==> config.mk <==
export PLATFORM = sky130hd
export DESIGN_NAME = ebu_fifo
export DESIGN_NICKNAME = d
export VERILOG_FILES = /design/src/design/ebu_pkg.sv /design/src/design/ebu_fifo.sv
export SDC_FILE = /design/constraint.sdc
export NUM_CORES = 1
export LEC_CHECK = 0
export CORE_ASPECT_RATIO = 2
export CORE_MARGIN = 3
export CORE_UTILIZATION = 45
export DETAILED_ROUTE_END_ITERATION = 6
export DONT_BUFFER_PORTS = 1
export MAX_ROUTING_LAYER = met4
export SYNTH_ARGS = -nofsm -noshare
export SYNTH_HDL_FRONTEND = slang
export SYNTH_SLANG_ARGS = --single-unit
==> constraint.sdc <==
create_clock -name clk -period 4.3 [get_ports clk]
set_input_delay 0.645 -clock clk [delete_from_list [all_inputs] [get_ports clk]]
set_output_delay 0.645 -clock clk [all_outputs]
set_load 0.02 [all_outputs]
==> src/design/ebu_pkg.sv <==
package ebu_pkg;

  localparam int GRAY_W = 8;
  localparam int IDX_W  = 2;
  localparam int CFG_W  = 11;

  // Configuration register indexes.
  localparam logic [IDX_W-1:0] REG_WINDOW_SIZE  = 2'd0;
  localparam logic [IDX_W-1:0] REG_FRAME_WIDTH  = 2'd1;
  localparam logic [IDX_W-1:0] REG_FRAME_HEIGHT = 2'd2;

  localparam logic [4:0]  RST_WINDOW_SIZE  = 5'd3;
  localparam logic [10:0] RST_FRAME_WIDTH  = 11'd256;
  localparam logic [10:0] RST_FRAME_HEIGHT = 11'd256;

  typedef struct packed {
    logic [GRAY_W-1:0] eroded_gray;
    logic [GRAY_W-1:0] boundary_gray;
    logic              frame_end;
  } res_t;

endpackage

==> src/design/ebu_fifo.sv <==
module ebu_fifo import ebu_pkg::*; (
  input  logic       clk,
  input  logic       rst,
  input  logic       push,
  input  res_t       push_data,
  output logic       pop_vld,
  input  logic       pop_rdy,
  output res_t       pop_data,
  output logic [2:0] count
);

  res_t       mem [4];
  logic [1:0] wp, rp;
  logic       pop;

  assign pop      = pop_vld && pop_rdy;
  assign pop_vld  = (count != 3'd0);
  assign pop_data = mem[rp];

  always_ff @(posedge clk) begin
    if (push) begin
      mem[wp] <= push_data;
    end
  end

  always_ff @(posedge clk) begin
    if (rst) begin
      wp <= '0;
      rp <= '0;
      count <= '0;
    end else begin
      if (push) wp <= wp + 2'd1;
      if (pop) rp <= rp + 2'd1;
      count <= count + {2'b0, push} - {2'b0, pop};
    end
  end

endmodule

# After elaboration in Yosys (flattened, before gate mapping)
# Memories as Yosys holds them, arrays and structs flattened. A register that Yosys moved wholly into a read port is not among the register bits.
# Cells that the tools add are included.
[totals]
ramBits = 68
latchBits = 0
romBits = 0
memories = 1
ff_bits = 7
[mem_list]
columns = ["name", "words", "word_bits", "read_ports", "rd_clocked_by_memory_dff", "wr", "line", "text"]
rows = [
  ["mem", 4, 17, 1, 1, 1, "ebu_fifo.sv:12", "res_t mem [4];"],
]
[op_classes]
n_div = 0
multipliers = 0
eq_ne = 0
n_shift = 0
addsub = 4
n_bitwise = 0
order_cmp = 0
muxes = 4
reduce_logical = 2
[ops]
columns = ["op", "n"]
rows = [
  ["$add A2 B1 Y2 const B", 2],
  ["$mux W2", 2],
  ["$add A3 B1 Y3", 1],
  ["$reduce_bool A3 Y1", 1],
  ["$sub A3 B1 Y3", 1],
  ["$mux W1", 2],
  ["$logic_and A1 B1 Y1", 1],
]

# Logic depth before layout (Yosys ltp)
[logic_depth]
depth_word = 4
ltp_mapped = 7

# Worst setup path before layout
# Ideal clock, no wire load.
[synth_timing]
path_type = "input to register"
from = "input pop_rdy"
to = "register count[2]"
setup_time_ps = 126
arrival_ps = 1821
n_path_buf = 0
stages = 7
setup_slack_ps = 2353
path_cell_list = "o31a_1 ha_1 inv_1 ha_1 fa_1 xor3_1 nor2_1"
[synth_via]
elab_chain_len = 2
[synth_rtl]
columns = ["element", "line", "text"]
rows = [
  ["start, declared", "ebu_fifo.sv:7", "input logic pop_rdy,"],
  ["$logic_and A1 B1 Y1", "ebu_fifo.sv:16", "assign pop = pop_vld && pop_rdy;"],
  ["$sub A3 B1 Y3", "ebu_fifo.sv:34", "count <= count + {2'b0, push} - {2'b0, pop};"],
  ["end signal, assigned", "ebu_fifo.sv:34", ""],
  ["end, declared", "ebu_fifo.sv:9", "output logic [2:0] count"],
]
# Every way passes these cells.
# A chain may end at the register's enable or synchronous reset.

==> flow_metrics.py <==
metrics = {
    "min_path": {
        "worst_hold_path.endpoint": "wp[0]$_SDFFE_PP0P_",
        "min_from": "rst",
        "hold_depth": 1,
        "hold_path.class": "input pin to flip-flop",
    },
    "clock_tree": {
        "cts_hold_buf": 0,
        "clk_latency_ns": 0.33,
        "cts.path.max_buffers": 2,
        "cts_buffers": 9,
        "clock-sinks": 77,
        "cts_root_buf": "clkbuf_16",
        "clk_pin_slew_ns": 0.05,
        "cts_setup_buffers": 0,
        "cts_tree": "done",
        "htreeDepth": 3,
        "postCtsResizedCells": 0,
    },
    "critical_path": {
        "critPathCaptureType": "output pin",
        "rr_endpoint": "count[2]$_SDFF_PP0_",
        "crit_arrival_ns": 2.14,
        "path_class": "flip-flop to output pin",
        "worstReg2RegStart": "count[1]$_SDFF_PP0_",
        "cpPeakStageDelay_ns": 1.01,
        "reg2regPathDepth": 7,
        "cp-start-kind": "flip-flop",
        "crit_family": "flip-flops",
        "reg2reg_slack_ns": 2.27,
        "cp_data_required_time_ns": 3.65,
        "crit_slowest_cell": "dfxtp_1",
        "crit_buf_inv": 0,
        "path_cells": "mux4_1",
        "cp_max_fo": 17,
    },
    "sta": {
        "slew_headroom": 0.299,
        "setup_viol": 0,
        "fmax_ghz": 0.359,
        "rsz0062_at_grt": "no",
        "hold_viol": 0,
        "fin_skew_ns": 0.00323,
        "drv_slew": 0,
        "worst_pin_slew_ns": 1.05,
        "period_share": 0.648,
        "finalCriticalPeriod_ns": 2.79,
        "fin_setup_tns_ns": 0,
    },
    "final_layout": {
        "nFillCells": 530,
        "area_delta_synth_final_pct": 11.7,
        "layout.nets": 168,
        "ff_latch_area_um2": 2220,
        "finish.instance_area_um2": 3310,
        "multi_input_area_um2": 673,
        "drive_above_1_share": 0.172,
        "antenna_cells": 0,
    },
    "placed_design": {
        "numPortBuffers": 0,
        "place_congestion": 0.687,
        "place_area_um2": 3030,
        "place_hpwl_mm": 3.06,
    },
    "floorplan": {
        "num_rows": 41,
        "dieArea_um2": 7650,
        "die-width_um": 63.4,
        "initial_core_util": 0.466,
        "core_um2": 6360,
        "ioPinCount": 42,
        "fp.dieH_um": 121,
    },
    "routing": {
        "wl_per_cell_um": 19.7,
        "first_iter_violations": 74,
        "route.vias.total": 1218,
        "postRouteAntennaNets": 0,
        "drc_errors": 0,
        "routed_wl_mm": 4.55,
        "drt_pre_antenna_iters": 4,
        "avgViaCountPerCell": 5.27,
    },
    "synthesis": {
        "syn_avg_cell_area_um2": 22.1,
        "yosysTopAreaCell": "edfxtp_1",
        "synthFlopType": "edfxtp_1",
        "yosys_warnings": 0,
        "ys_ff_latch": 77,
        "synth.most_common_cell": "edfxtp_1",
        "synth_cell_types": 21,
        "synth-edff-count": 68,
        "synth_area_um2": 2960,
        "syn-num-nets": 162,
        "yosysSeqAreaShare": 0.750,
        "synthArstFlopShare": 0,
        "yosysTopAreaCellShare": 0.689,
        "synthTopCellsByArea": "edfxtp_1 69%, mux4_2 7.6%, mux4_1 6.2%, dfxtp_1 6.1%, ha_1 2.5%",
        "synthCells": 134,
        "yosys-top-cells-count": "68 x edfxtp_1, 10 x mux4_2, 9 x dfxtp_1",
    },
    "global_route": {
        "first_global_vias": 1362,
        "grt_pass1_wl_mm": 7.40,
        "overflow": 0,
        "antenna_found_initial": 0,
        "grt_max_degree": 18,
        "grt_use_total": 0.141,
    },
    "pwr": {
        "leakage_nw": 1.09,
        "vdd_drop_max_mv": 0.335,
        "power_density_nw_per_um2": 590,
    },
    "run_status": {
        "outcome": "finished clean",
    },
    "flow_run": {
        "max_cap_violations": 0,
    },
}
-- where the power goes --
group	switching, mW	internal (mW)	total (mW)
clock	0.263	0.441	0.704
combinational	0.155	0.146	0.301
sequential	0.0769	0.871	0.948
total	0.495	1.46	1.95
-- metal layers --
metal / up-vias / track usage / share of wire
met4: 0 / 0.0907 / 0.037
met2: 42 / 0.229 / 0.54
met3: 10 / 0.0688 / 0.086
li1: 552 / - / -
met1: 614 / 0.129 / 0.33
met5: - / - / 0
-- worst max path at each step --
stage / end / cells after the start
2_1_floorplan: count[2]$_SDFF_PP0_ / 7
3_3_place_gp: pop_data[1] / 1
3_5_place_dp: pop_data[5] / 1
4_1_cts: pop_data[5] / 1
5_1_grt: pop_data[3] / 1
6_report: pop_data[5] / 1
-- placed cells by master, fill, tap and decap left out, drive strengths merged --
| cell | Yosys | final |
|---|---|---|
| xor3 | 1 | 1 |
| mux4 | 17 | 17 |
| o31a | 1 | 1 |
| clkbuf | 1 | 10 |
| ha | 6 | 6 |
| dfxtp | 9 | 9 |
| clkinv | 0 | 4 |
| xnor2 | 1 | 1 |
| clkinvlp | 0 | 1 |
| edfxtp | 68 | 68 |
| mux2i | 1 | 1 |
| nor2b | 4 | 4 |
| and2 | 4 | 4 |
| mux2 | 3 | 3 |
| inv | 6 | 6 |
| o311ai | 1 | 1 |
| fa | 1 | 1 |
| nor2 | 5 | 5 |
| bufinv | 0 | 1 |
| or3 | 1 | 1 |
-- registers in the layout, indices dropped and copies added, names as in the netlist, named ones only --
signal and flops:
rp 2, wp 2, count 3, mem 68
-- per-stage QoR --
stage / hold slack (ns) / utilization / instances / power (mW) / worst slack, ns
2_1_floorplan: 0.514 / - / 134 / 1.24 / 2.35
3_3_place_gp: 0.528 / 0.476 / 215 / 1.26 / 1.80
3_5_place_dp: 0.571 / 0.476 / 215 / 1.28 / 1.77
4_1_cts: 0.367 / 0.520 / 231 / 1.98 / 1.41
5_1_grt: 0.367 / 0.520 / 231 / 2.04 / 1.34
6_report: 0.379 / 0.520 / 231 / 1.95 / 1.51
-- final cells by class --
type / instances / area share
sequential: 77 / 0.672
inverter: 6 / 0.00681
multi-input combinational: 46 / 0.203
clock buffer: 10 / 0.0692
tap: 86 / 0.0325
clock inverter: 6 / 0.0163
-- cells by family (layout without fill, tap and decap cells) --
family	after synthesis	count (layout)	synth area share
DFF	77	77	0.750
adders and majority gates	7	7	0.0321
AOI/OAI and AO/OA	2	2	0.00591
buffers and inverters	11	22	0.0228
muxes	21	21	0.153
and+or+nand+nor	14	14	0.0253
xor gates and xnor gates	2	2	0.0110
(Power assumes the default switching activity.)
